[config.mk]
export PLATFORM = sky130hd
export DESIGN_NAME = cpm_mac
export DESIGN_NICKNAME = d
export VERILOG_FILES = /design/src/cpm_pkg.sv /design/src/cpm_mac.sv
export SDC_FILE = /design/constraint.sdc
export NUM_CORES = 1
export LEC_CHECK = 0
export BUFFER_PORTS_ARGS = -buffer_cell sky130_fd_sc_hd__buf_2
export CORE_ASPECT_RATIO = 1.5
export CORE_MARGIN = 2
export CORE_UTILIZATION = 29
export DETAILED_ROUTE_END_ITERATION = 10
export GPL_ROUTABILITY_DRIVEN = 0
export GPL_TIMING_DRIVEN = 0
export HOLD_SLACK_MARGIN = 0.06
export PLACE_DENSITY_LB_ADDON = 0.15
export SETUP_SLACK_MARGIN = 0.3
export SYNTH_ARGS = -nofsm -noshare
export SYNTH_HDL_FRONTEND = slang
export SYNTH_SLANG_ARGS = --single-unit
export TNS_END_PERCENT = 20
[constraint.sdc]
create_clock -name clk -period 7.1 [get_ports clk]
set_input_delay 1.42 -clock clk [delete_from_list [all_inputs] [get_ports clk]]
set_output_delay 1.42 -clock clk [all_outputs]
set_load 0.1 [all_outputs]
[src/cpm_pkg.sv]
// ---------------------------------------------------------------------------
// cpm_pkg: shared types and constants for the cyclic polynomial multiplier
// Coefficient count, modulus width, command and result beat layouts.
// ---------------------------------------------------------------------------
package cpm_pkg;

  localparam int NUM_COEFFS  = 701;
  localparam int LOG_MODULUS = 13;
  localparam int ADDR_W      = $clog2(NUM_COEFFS);

  typedef enum logic {
    OP_STORE = 1'b0,
    OP_READ  = 1'b1
  } opcode_t;

  typedef struct packed {
    opcode_t            opcode;
    logic        [9:0]  index;
    logic signed [15:0] a_coeff;
    logic signed [15:0] b_coeff;
  } cmd_t;

  typedef struct packed {
    logic [9:0]             result_index;
    logic [LOG_MODULUS-1:0] product_coeff;
  } rsp_t;

  // Control that travels with each operand pair into the MAC pipeline.
  typedef struct packed {
    logic valid;
    logic first;
    logic last;
  } mac_ctrl_t;

endpackage

[src/cpm_mac.sv]
// ---------------------------------------------------------------------------
// cpm_mac: multiply-accumulate pipeline mod 2^LOG_MODULUS
// One registered multiply, one registered accumulate; pulses done on the
// last term of a sum.
// ---------------------------------------------------------------------------
module cpm_mac (
  input  logic                           clk,
  input  logic                           rst,
  input  cpm_pkg::mac_ctrl_t             ctrl,
  input  logic [cpm_pkg::LOG_MODULUS-1:0] a_val,
  input  logic [cpm_pkg::LOG_MODULUS-1:0] b_val,
  output logic                           done,
  output logic [cpm_pkg::LOG_MODULUS-1:0] acc
);
  import cpm_pkg::*;

  logic [2*LOG_MODULUS-1:0] prod_full;
  logic [LOG_MODULUS-1:0]   prod;
  mac_ctrl_t                prod_ctrl;

  assign prod_full = a_val * b_val;

  always_ff @(posedge clk) begin
    prod <= prod_full[LOG_MODULUS-1:0];
    if (rst) begin
      prod_ctrl <= '0;
    end else begin
      prod_ctrl <= ctrl;
    end
  end

  // The sum wraps naturally mod 2^LOG_MODULUS.
  always_ff @(posedge clk) begin
    if (prod_ctrl.valid) begin
      acc <= prod_ctrl.first ? prod : acc + prod;
    end
    if (rst) begin
      done <= 1'b0;
    end else begin
      done <= prod_ctrl.valid & prod_ctrl.last;
    end
  end

endmodule

# == Word-level counts from Yosys, hierarchy flattened ==
# Index checks and enable logic that the tools add are counted.
# word_totals
regBits,30
latch_bits,0
mem_bits_rw,0
rom_bits,0
inputBits,31
out_inout_bits,14
elab_cells,10
n_memories,0
# op_classes
n_addsub,1
mul,1
div,0
magnitude_cmp,0
eq_ne,0
shifts,0
mux,1
n_bitwise,1
reduce_logical,0
# op_table
cell,n
13-bit adder,1
13-bit by 13-bit multiplier with 13-bit output,1
13-bit 2-to-1 mux,1
1-bit AND,1

# == Depth between registers and ports, before layout ==
# Gate-level depths: netlist of run 1.
# depth
depth_word,2
depth_mapped,19
mapped_depth_nobuf,18

# == Worst setup path after synthesis of run 1 ==
# OpenSTA, ideal clock, no wires.
# synth_path
kind,input port to flip-flop
startpoint,input port b_val[1] in the netlist's numbering
endpoint,register prod[12]
setup_time_ns,0.072
t_arrival_ns,5.373
required_time_ns,7.028
path_slack_ns,1.655
cell_stages,18
path_buffers,1
cell_sequence,clkbuf_1 > and2_1 > fa_1 > inv_1 > fa_1 > inv_1 > fa_1 > inv_1 > fa_1 > fa_1 > inv_1 > ha_1 > nand2_1 > o21ai_1 > o21ai_0 > nand2b_1 > a21oi_1 > xnor2_1
# synth_via
elab_chain_cells,1
# synth_lines
item,line_no,rtl
"start, declared",cpm_mac.sv:11,"input logic [cpm_pkg::LOG_MODULUS-1:0] b_val,"
13-bit by 13-bit multiplier with 13-bit output,cpm_mac.sv:21,assign prod_full = a_val * b_val;
named net prod_full[12],cpm_mac.sv:17,logic [2*LOG_MODULUS-1:0] prod_full;
"end signal, assigned",cpm_mac.sv:24,prod <= prod_full[LOG_MODULUS-1:0];
"end, declared",cpm_mac.sv:18,logic [LOG_MODULUS-1:0] prod;
# The timed path passes the listed nets, and every way through them passes these cells.
# A chain may end at the register's enable or synchronous reset.

# == Worst setup path in the final report of run 1 ==
# Ends and elaborated chain as after synthesis.

==> results of run 1 <==
[where the power goes]
part | internal (mW) | leakage [nW] | switching, mW
combinational | 0.463 | 1.83 | 0.666
clock | 0.139 | 0.0712 | 0.0694
sequential | 0.266 | 0.265 | 0.0318
[registers in the layout, indices dropped and copies added, names as in the netlist]
signal,cells
prod_ctrl,3
prod,13
acc,13
done,1
[worst max-delay path by stage]
stage,depth (start not counted),endpoint,startpoint
after floorplan,18,prod[12],b_val[1]
after global placement,16,prod[12],b_val[1]
after detailed placement,16,prod[12],b_val[1]
after CTS,16,prod[12],b_val[1]
after global routing,19,prod[12],a_val[2]
final,19,prod[12],b_val[1]
[cells in the final DEF (no fill, tap or decap), drive strengths merged, types with 3 or more instances in the layout]
cell type and instances:
nor3 5, xor2 13, ha 46, fa 49, xnor2 27, nand2b 3
nor2b 7, edfxtp 13, a21oi 10, o21ai 18, mux2i 3, buf 42
a21o 4, o21a 3, nand2 71, dfxtp 17, clkbuf 19, and2 36
inv 77, nor2 7
[tightest hold or removal path, stage by stage (launching register included)]
cell	delay (ps)
dfxtp_1	300
nand2_1	50
nor2_1	30
[logic make-up (layout without fill, tap and decap cells)]
| kind of cell | after synthesis | after routing | synth area share, % |
|---|---|---|---|
| and+or+nand+nor | 134 | 134 | 16.3 |
| adders and majority gates | 95 | 95 | 39.5 |
| buffers and inverters | 90 | 138 | 8.83 |
| AOI/OAI and AO/OA | 43 | 43 | 6.54 |
| xor gates and xnor gates | 40 | 40 | 8.89 |
| DFF | 30 | 30 | 18.6 |
| muxes | 5 | 5 | 1.33 |
[per-stage QoR]
stage	std cells	cell area (µm²)	power [mW]	hold WS (ps)	util (%)
floorplan	437	3940	1.23	395	-
global placement	639	4340	1.44	404	32.4
detailed placement	639	4340	1.45	408	32.4
CTS	647	4490	1.68	421	33.5
global route	647	4490	1.83	456	33.5
finish	647	4490	1.64	417	33.5
[cell type report]
| class | instances | area share [%] |
|---|---|---|
| Buffer | 13 | 1.31 |
| Clock buffer | 8 | 3.26 |
| Inverter | 77 | 6.44 |
| Multi-Input combinational cell | 317 | 63.7 |
| Sequential cell | 30 | 16.3 |
| Tap cell | 162 | 4.52 |
| Timing Repair Buffer | 40 | 4.46 |
[metal layers]
metal	track usage [%]	up-vias	part of all wire [%]
li1	-	1452	-
met1	14.5	1405	39
met2	24.0	63	55
met3	1.28	13	3.1
met4	3.97	0	2.3
met5	0	-	0
==> reports/qor.txt, run 1 <==
die area: 14500 µm²
CTS clk-pin slew, worst paths: 50 ps
CP Cell Sequence: buf_2, clkbuf_1, and2_1, fa_1, inv_1, fa_1, inv_1, fa_1, inv_1, fa_1, fa_1, inv_1, ha_1, nand2_1, o21ai_1, o21ai_0, nand2b_1, a21oi_1, xnor2_1
RSZ-0062 raised after global routing: false
global-route wire length before repair: 14800 µm
CP arrival: 5730 ps
Boundary Pins: 45
layout cells sized above 1: 11.8%
CTS root buffer: clkbuf_16
reg2reg end: acc[11]
DRT iter0 DRCs: 36
fmax: 179 MHz
required time of the critical path: 7250 ps
RR Startpoint: acc[1]
post-detailed-route count of antenna-violating nets: 0
delay-heaviest family, CP: adder cells
chip width: 99.2 µm
share of the synthesized area in the top cell type: 24.9%
Hold Crit Class: reg2reg
DRC: 0
Core Region: 13400 µm²
most used cell, CP: fa_1
Pwr Density: 365 nW/µm²
Fill cells: 1403
Clock Skews: 3.68 ps
Setup WS pre-CTS: 1180 ps
final worst path period need: 5580 ps
drt first pass iters: 4
post-DR wirelength/cell: 12.9 µm
global-route usage over all layers: 12.6%
list of most frequent post-synthesis cells: inv_1, nand2_1, fa_1
crit start category: input pin
status: complete, no violations
Final Max Tran Viols: 0
sequential cell area: 731 µm²
total number of placement rows: 52
pin count of the biggest net entering global routing: 15
main area contributors after synthesis: fa_1, ha_1, edfxtp_1
Synth Cell Area: 3940 µm²
Crit Path Max Fanout: 10
post-synthesis sequential area ratio: 18.6%
worst path bufs/invs: 6
final wirelength: 8350 µm
Crit-path slowest cell: fa_1
slowest stage delay, CP: 540 ps
Vert. Die Dim: 147 µm
GRT Residual Overflow: 0
Via density: 4.53
Hold Crit Start: prod_ctrl[0]
worst r2r path cells: 8
hold path cells: 2
ys async rst share: 0%
Peak supply drop: 213 µV
Mapped Nets: 563
max-cap violation count: 0
Reg2Reg Setup Slack: 4760 ps
Layout area overhead: 13.9%
Max-slew headroom: 55.9%
FF+latch count, synth: 30
number of port buffers: 40
number of synthesized flops with an enable pin: 13
kind of end point of the critical path: flop
Initial Utilization: 29.4%
fin worst setup slack: 1520 ps
Post-Syn Instances: 437
Fin. Hold Viols: 0
final net count: 610
syn avg cell area: 9.01 µm²
worst slew pin tran: 661 ps
period utilisation layout: 78.6%
hpwl dp: 7250 µm
clk_lat worst skew: 270 ps
count of warnings emitted by yosys: 0
WHS Endpoint: done
TritonCTS Sinks: 30
count leader, synth: inv_1
CTS Buf Count: 5
Post-CTS Hold Fix Bufs: 0
CTS tree: yes
H-Tree Depth: 2
WS Path Type: in2reg
leakage: 2.17 nW
Synth Flop Type: dfxtp_1
setup TNS: 0 ps
multi-input logic area: 2860 µm²
antenna violations before repair: 0
CTS max path bufs: 2
vias post-DR: 2933
vias in the first global route: 3152
Post-CTS Setup Bufs: 0
# resized after CTS: 0
Antenna Cells: 0
Final Setup Violations: 0
Netlist cell types: 38
post-synth top area cell: fa_1
No activity file was read; power rests on OpenSTA's default activity.
==> inputs of run 2 (changes only) <==
==> constraint.sdc (replaced) <==
create_clock -name clk -period 4.5 [get_ports clk]
set_input_delay 0.9 -clock clk [delete_from_list [all_inputs] [get_ports clk]]
set_output_delay 0.9 -clock clk [all_outputs]
set_load 0.1 [all_outputs]
==> reports/qor.txt, run 2 (synthesis gave the netlist of run 1 again) <==
status: finished with violations
failing checks: negative setup slack
Design Area, Final: 4710 µm² (+5.0%)
DRT iter0 DRCs: 36 (unchanged)
global-route wire length before repair: 14800 µm (-0.37%)
Boundary Pins: 45 (unchanged)
Hold Crit Class: reg2reg
CP Cell Sequence: buf_8, clkbuf_4, and2_4, fa_1, inv_1, fa_1, inv_1, fa_1, inv_1, fa_1, fa_1, inv_2, ha_4, nand2_2, o21ai_2, o21ai_1, nand2b_1, a21oi_2, xnor2_1
Final Setup Violations: 1 (+1)
kind of end point of the critical path: flop
hpwl dp: 7390 µm (+2.0%)
most frequent cells in the layout: inv_1, nand2_1, fa_1
worst path bufs/invs: 6 (unchanged)
Reg2Reg Setup Slack: 2090 ps (-2670 ps)
Initial Utilization: 29.4% (unchanged)
Placed Area: 4450 µm² (+2.5%)
Peak supply drop: 311 µV (+46%)
Max-slew headroom: 56.8% (+0.89 points)
drt first pass iters: 4 (unchanged)
max-cap violation count: 0 (unchanged)
crit start category: input pin
vias post-DR: 2948 (+0.51%)
CTS max path bufs: 2 (unchanged)
Crit-path slowest cell: fa_1
total number of placement rows: 52 (unchanged)
fmax: 220 MHz
most used cell, CP: fa_1
period utilisation layout: 101%
post-DR wirelength/cell: 13.2 µm (+2.3%)
Layout area overhead: 19.6%
leakage: 2.25 nW (+3.5%)
RSZ-0062 raised after global routing: true
Pwr Density: 596 nW/µm² (+64%)
CTS root buffer: clkbuf_16
WS Path Type: in2reg
post-detailed-route count of antenna-violating nets: 0 (unchanged)
final wirelength: 8610 µm (+3.1%)
GRT Residual Overflow: 0 (unchanged)
pin count of the biggest net entering global routing: 15 (unchanged)
Top Registers: acc x13, prod x13, prod_ctrl x3
antenna violations before repair: 0 (unchanged)
slowest stage delay, CP: 500 ps (-40 ps)
Core Region: 13400 µm² (unchanged)
H-Tree Depth: 2 (unchanged)
Hold Worst Slack: 415 ps (-1.84 ps)
CTS Buf Count: 5 (unchanged)
delay-heaviest family, CP: adder cells
die area: 14500 µm² (unchanged)
layout cells sized above 1: 20.0% (+8.2 points)
global-route usage over all layers: 12.6% (-0.021 points)
Vert. Die Dim: 147 µm (unchanged)
Fill cells: 1413 (+0.71%)
Hold Crit Start: prod_ctrl[0]
fin worst setup slack: -53.6 ps (-1580 ps)
Crit Path Max Fanout: 4 (-6)
chip width: 99.2 µm (unchanged)
Via density: 4.52 (-0.26%)
RR Startpoint: acc[0]
vias in the first global route: 3170 (+0.57%)
CTS tree: yes
Final Max Tran Viols: 0 (unchanged)
Antenna Cells: 0 (unchanged)
total design power: 2.81 mW (+72%)
clk_lat worst skew: 270 ps (about the same)
number of port buffers: 40 (unchanged)
required time of the critical path: 4660 ps (-2590 ps)
final worst path period need: 4550 ps
worst r2r path cells: 10 (+2)
Clock Skews: 1.57 ps (-2.11 ps)
Post-CTS Hold Fix Bufs: 0 (unchanged)
TritonCTS Sinks: 30 (unchanged)
most common cell after layout, fill and taps aside: inv_1
reg2reg end: acc[12]
Fin. Hold Viols: 0 (unchanged)
worst slew pin tran: 647 ps (-13.3 ps)
final net count: 615 (+0.82%)
hold path cells: 2 (unchanged)
CP arrival: 4710 ps (-1020 ps)
DRC: 0 (unchanged)
WHS Endpoint: done
CTS clk-pin slew, worst paths: 50 ps (about the same)
-- run 2: cell types whose count changed in the layout (fill, tap and decap cells not counted), moves of 7 or more --
cell / previous run / this run
inv_1: 77 / 70
and2_1: 33 / 26
inv_2: 0 / 7
and2_4: 0 / 9
clkbuf_1: 12 / 5
-- run 2: power by group --
group | switching [mW] | leakage, nW | internal, mW
clock | 0.110 | 0.0683 | 0.201
sequential | 0.0500 | 0.265 | 0.420
combinational | 1.14 | 1.91 | 0.888
total | 1.30 | 2.25 | 1.51
-- run 2: cell type report --
type | count | area (µm²) | area share (%)
repair buffers | 45 | 254 | 5.39
plain buffers | 13 | 119 | 2.52
flip-flops and latches | 30 | 731 | 15.5
clock buffers | 6 | 129 | 2.74
well taps | 162 | 203 | 4.30
clock inverters | 2 | 8.76 | 0.186
inverters | 77 | 289 | 6.13
multi-input cells | 317 | 2980 | 63.2
-- run 2: worst max path at each step --
stage             start        to  cells past startpoint
2_1_floorplan  b_val[3]  prod[12]                     18
3_3_place_gp   a_val[2]  prod[12]                     16
3_5_place_dp   a_val[2]  prod[12]                     16
4_1_cts        b_val[4]  prod[12]                     15
5_1_grt        b_val[2]  prod[12]                     17
6_report       b_val[2]  prod[12]                     19
-- run 2: routing by layer --
| metal | GRT usage, % | routed length (µm) |
|---|---|---|
| met1 | 13.7 | 3350 |
| met2 | 25.2 | 4880 |
| met3 | 1.05 | 214 |
| met4 | 3.77 | 172 |
| met5 | 0 | 0 |
-- run 2: through the flow --
stage               std cells  TNS [ps]  utilization [%]  worst slack, ps
floorplan                 437      -250                -             -140
finish                    652     -53.6             35.2            -53.6
global placement          639     -2560             33.2             -746
CTS                       652      -117             35.1             -117
detailed placement        639     -2790             33.2             -769
global route              652      -477             35.2             -270
-- run 2: what timing repair did --
| item | 4_1_cts | 5_1_grt |
|---|---|---|
| endpoints found under the setup margin | 6 | 5 |
| setup buffers | 3 | 0 |
| cloned | 2 | 0 |
| resized for setup | 30 | 3 |
| pin swaps | 29 | 7 |
-- run 2: worst reg2reg max path, delay by kind of cell, from the launching register on --
| family | cells | cell delay [ps] |
|---|---|---|
| buffers and inverters | 1 | 70 |
| multiplexers | 1 | 240 |
| AO/OA/AOI/OAI | 4 | 590 |
| adder cells (fa/ha/maj) | 2 | 430 |
| AND/OR/NAND/NOR | 2 | 440 |
| flip-flops | 1 | 390 |
==> inputs of run 3 (changes only) <==
--- a/config.mk
+++ b/config.mk
@@ -8,13 +8,14 @@
 export BUFFER_PORTS_ARGS = -buffer_cell sky130_fd_sc_hd__buf_2
 export CORE_ASPECT_RATIO = 1.5
 export CORE_MARGIN = 2
-export CORE_UTILIZATION = 29
+export CORE_UTILIZATION = 55
 export DETAILED_ROUTE_END_ITERATION = 10
 export GPL_ROUTABILITY_DRIVEN = 0
 export GPL_TIMING_DRIVEN = 0
 export HOLD_SLACK_MARGIN = 0.06
 export PLACE_DENSITY_LB_ADDON = 0.15
 export SETUP_SLACK_MARGIN = 0.3
+export SLEW_MARGIN = 5
 export SYNTH_ARGS = -nofsm -noshare
 export SYNTH_HDL_FRONTEND = slang
 export SYNTH_SLANG_ARGS = --single-unit
==> reports/qor.txt, run 3 (synthesis gave the netlist of run 1 again) <==
status: finished with violations
failing checks: negative setup slack
slowest stage delay, CP: 490 ps (about the same)
Layout area overhead: 15.6%
drt first pass iters: 4 (unchanged)
post-detailed-route count of antenna-violating nets: 0 (unchanged)
Initial Utilization: 57.1% (+28 points)
global-route usage over all layers: 23.1% (+11 points)
GRT Residual Overflow: 0 (unchanged)
Crit Path Max Fanout: 10 (+6)
crit start category: input pin
period utilisation layout: 101% (-0.30 points)
Peak supply drop: 399 µV (+28%)
layout cells sized above 1: 20.0% (+0.041 points)
Pwr Density: 609 nW/µm² (+2.0%)
Hold Crit Class: reg2reg
antenna violations before repair: 0 (unchanged)
Crit-path slowest cell: fa_1
CTS tree: yes
Antenna Cells: 0 (unchanged)
worst r2r path cells: 8 (-2)
Max-slew headroom: 54.8% (-2.0 points)
Vert. Die Dim: 108 µm (-27%)
Via density: 5.40 (+19%)
chip width: 73.1 µm (-26%)
Clock Skews: 2.16 ps (+0.594 ps)
max-cap violation count: 0 (unchanged)
Fin. Hold Viols: 0 (unchanged)
fmax: 220 MHz (+0.30%)
most frequent cells in the layout: inv_1, nand2_1, fa_1
CTS clk-pin slew, worst paths: 60 ps (about the same)
most common cell after layout, fill and taps aside: inv_1
worst slew pin tran: 678 ps (+30.1 ps)
kind of end point of the critical path: flop
global-route wire length before repair: 14100 µm (-4.8%)
Post-CTS Hold Fix Bufs: 0 (unchanged)
number of port buffers: 40 (unchanged)
required time of the critical path: 4670 ps (about the same)
final wirelength: 8050 µm (-6.5%)
pin count of the biggest net entering global routing: 15 (unchanged)
post-DR wirelength/cell: 14.2 µm (+7.5%)
clk_lat worst skew: 280 ps (about the same)
DRC: 0 (unchanged)
fin worst setup slack: -40.0 ps (+13.6 ps)
most used cell, CP: fa_1
CP Cell Sequence: buf_6, clkbuf_8, and2_4, fa_1, inv_1, fa_1, inv_2, fa_1, fa_1, inv_1, fa_1, inv_2, ha_4, nand2_2, o21ai_2, o21ai_1, nand2b_1, a21oi_2, xnor2_1
RSZ-0062 raised after global routing: true
Top Registers: acc x13, prod x13, prod_ctrl x3
vias in the first global route: 3202 (+1.0%)
Core Region: 6900 µm² (-49%)
DRT iter0 DRCs: 68 (+89%)
vias post-DR: 3059 (+3.8%)
CTS Buf Count: 5 (unchanged)
final net count: 614 (-0.16%)
Final Max Tran Viols: 0 (unchanged)
Setup WS pre-CTS: -660 ps (+108 ps)
CTS root buffer: clkbuf_8
hold path cells: 2 (unchanged)
CTS max path bufs: 2 (unchanged)
CP arrival: 4710 ps (about the same)
leakage: 2.22 nW (-1.0%)
Boundary Pins: 45 (unchanged)
TritonCTS Sinks: 30 (unchanged)
H-Tree Depth: 2 (unchanged)
WS Path Type: in2reg
total design power: 2.77 mW (-1.4%)
die area: 7870 µm² (-46%)
final worst path period need: 4540 ps (-13.6 ps)
Final Setup Violations: 1 (unchanged)
total number of placement rows: 37 (-29%)
hpwl dp: 6790 µm (-8.2%)
[run 3: changes by cell type in the layout (fill, tap and decap cells not counted), moves of 2 or more]
cell	change
clkbuf_16	-5
fa_2	-2
fa_1	+2
clkbuf_8	+4
[run 3: final cells by class]
| type | count | area, µm² |
|---|---|---|
| Sequential cell | 30 | 731 |
| Timing Repair Buffer | 44 | 243 |
| Inverter | 77 | 289 |
| Clock buffer | 5 | 68.8 |
| Buffer | 13 | 113 |
| Tap cell | 78 | 97.6 |
| Clock inverter | 3 | 40.0 |
| Multi-Input combinational cell | 317 | 2970 |
| Fill cell | 562 | 2340 |
[run 3: through the flow]
| step | instances | setup TNS, ps | util, % | hold slack [ps] | instance area [µm²] |
|---|---|---|---|---|---|
| 2_1_floorplan | 437 | -250 | - | 395 | 4050 |
| 3_3_place_gp | 555 | -1910 | 63.0 | 404 | 4340 |
| 3_5_place_dp | 555 | -2180 | 63.0 | 424 | 4340 |
| 4_1_cts | 567 | -25.9 | 66.0 | 433 | 4550 |
| 6_report | 567 | -40.0 | 66.0 | 428 | 4550 |
| 5_1_grt | 567 | -365 | 66.0 | 446 | 4550 |
[run 3: repair_timing]
item	CTS	global route
pin swaps	27	0
cloned	1	0
setup buffers	3	0
resized for setup	26	2
setup endpoints to repair	6	5
[run 3: critical path, delay by kind of cell]
| family | cells | cell delay, ps |
|---|---|---|
| AND/OR/NAND/NOR | 3 | 270 |
| AO/OA/AOI/OAI | 3 | 290 |
| XOR/XNOR | 1 | 120 |
| adder cells (fa/ha/maj) | 6 | 2690 |
| buffers and inverters | 6 | 430 |
[run 3: where the power goes]
part | leakage [nW] | internal [mW] | switching (mW)
sequential | 0.265 | 0.419 | 0.0499
clock | 0.0579 | 0.163 | 0.102
combinational | 1.90 | 0.886 | 1.15
[run 3: final timing paths]
kind | endpoint | slack, ps | start
worst min-delay path | done | 430 | prod_ctrl[0]
worst max register to register | acc[11] | 2100 | acc[1]
worst min register to register | done | 430 | prod_ctrl[0]
worst max-delay path | prod[12] | -40 | b_val[2]
[run 3: per-layer routing]
metal,track usage [%],vias up,share of wire [%]
li1,-,1452,-
met1,24.1,1507,36
met2,46.8,81,59
met3,1.69,19,3.0
met4,6.75,0,2.2
met5,0,-,0
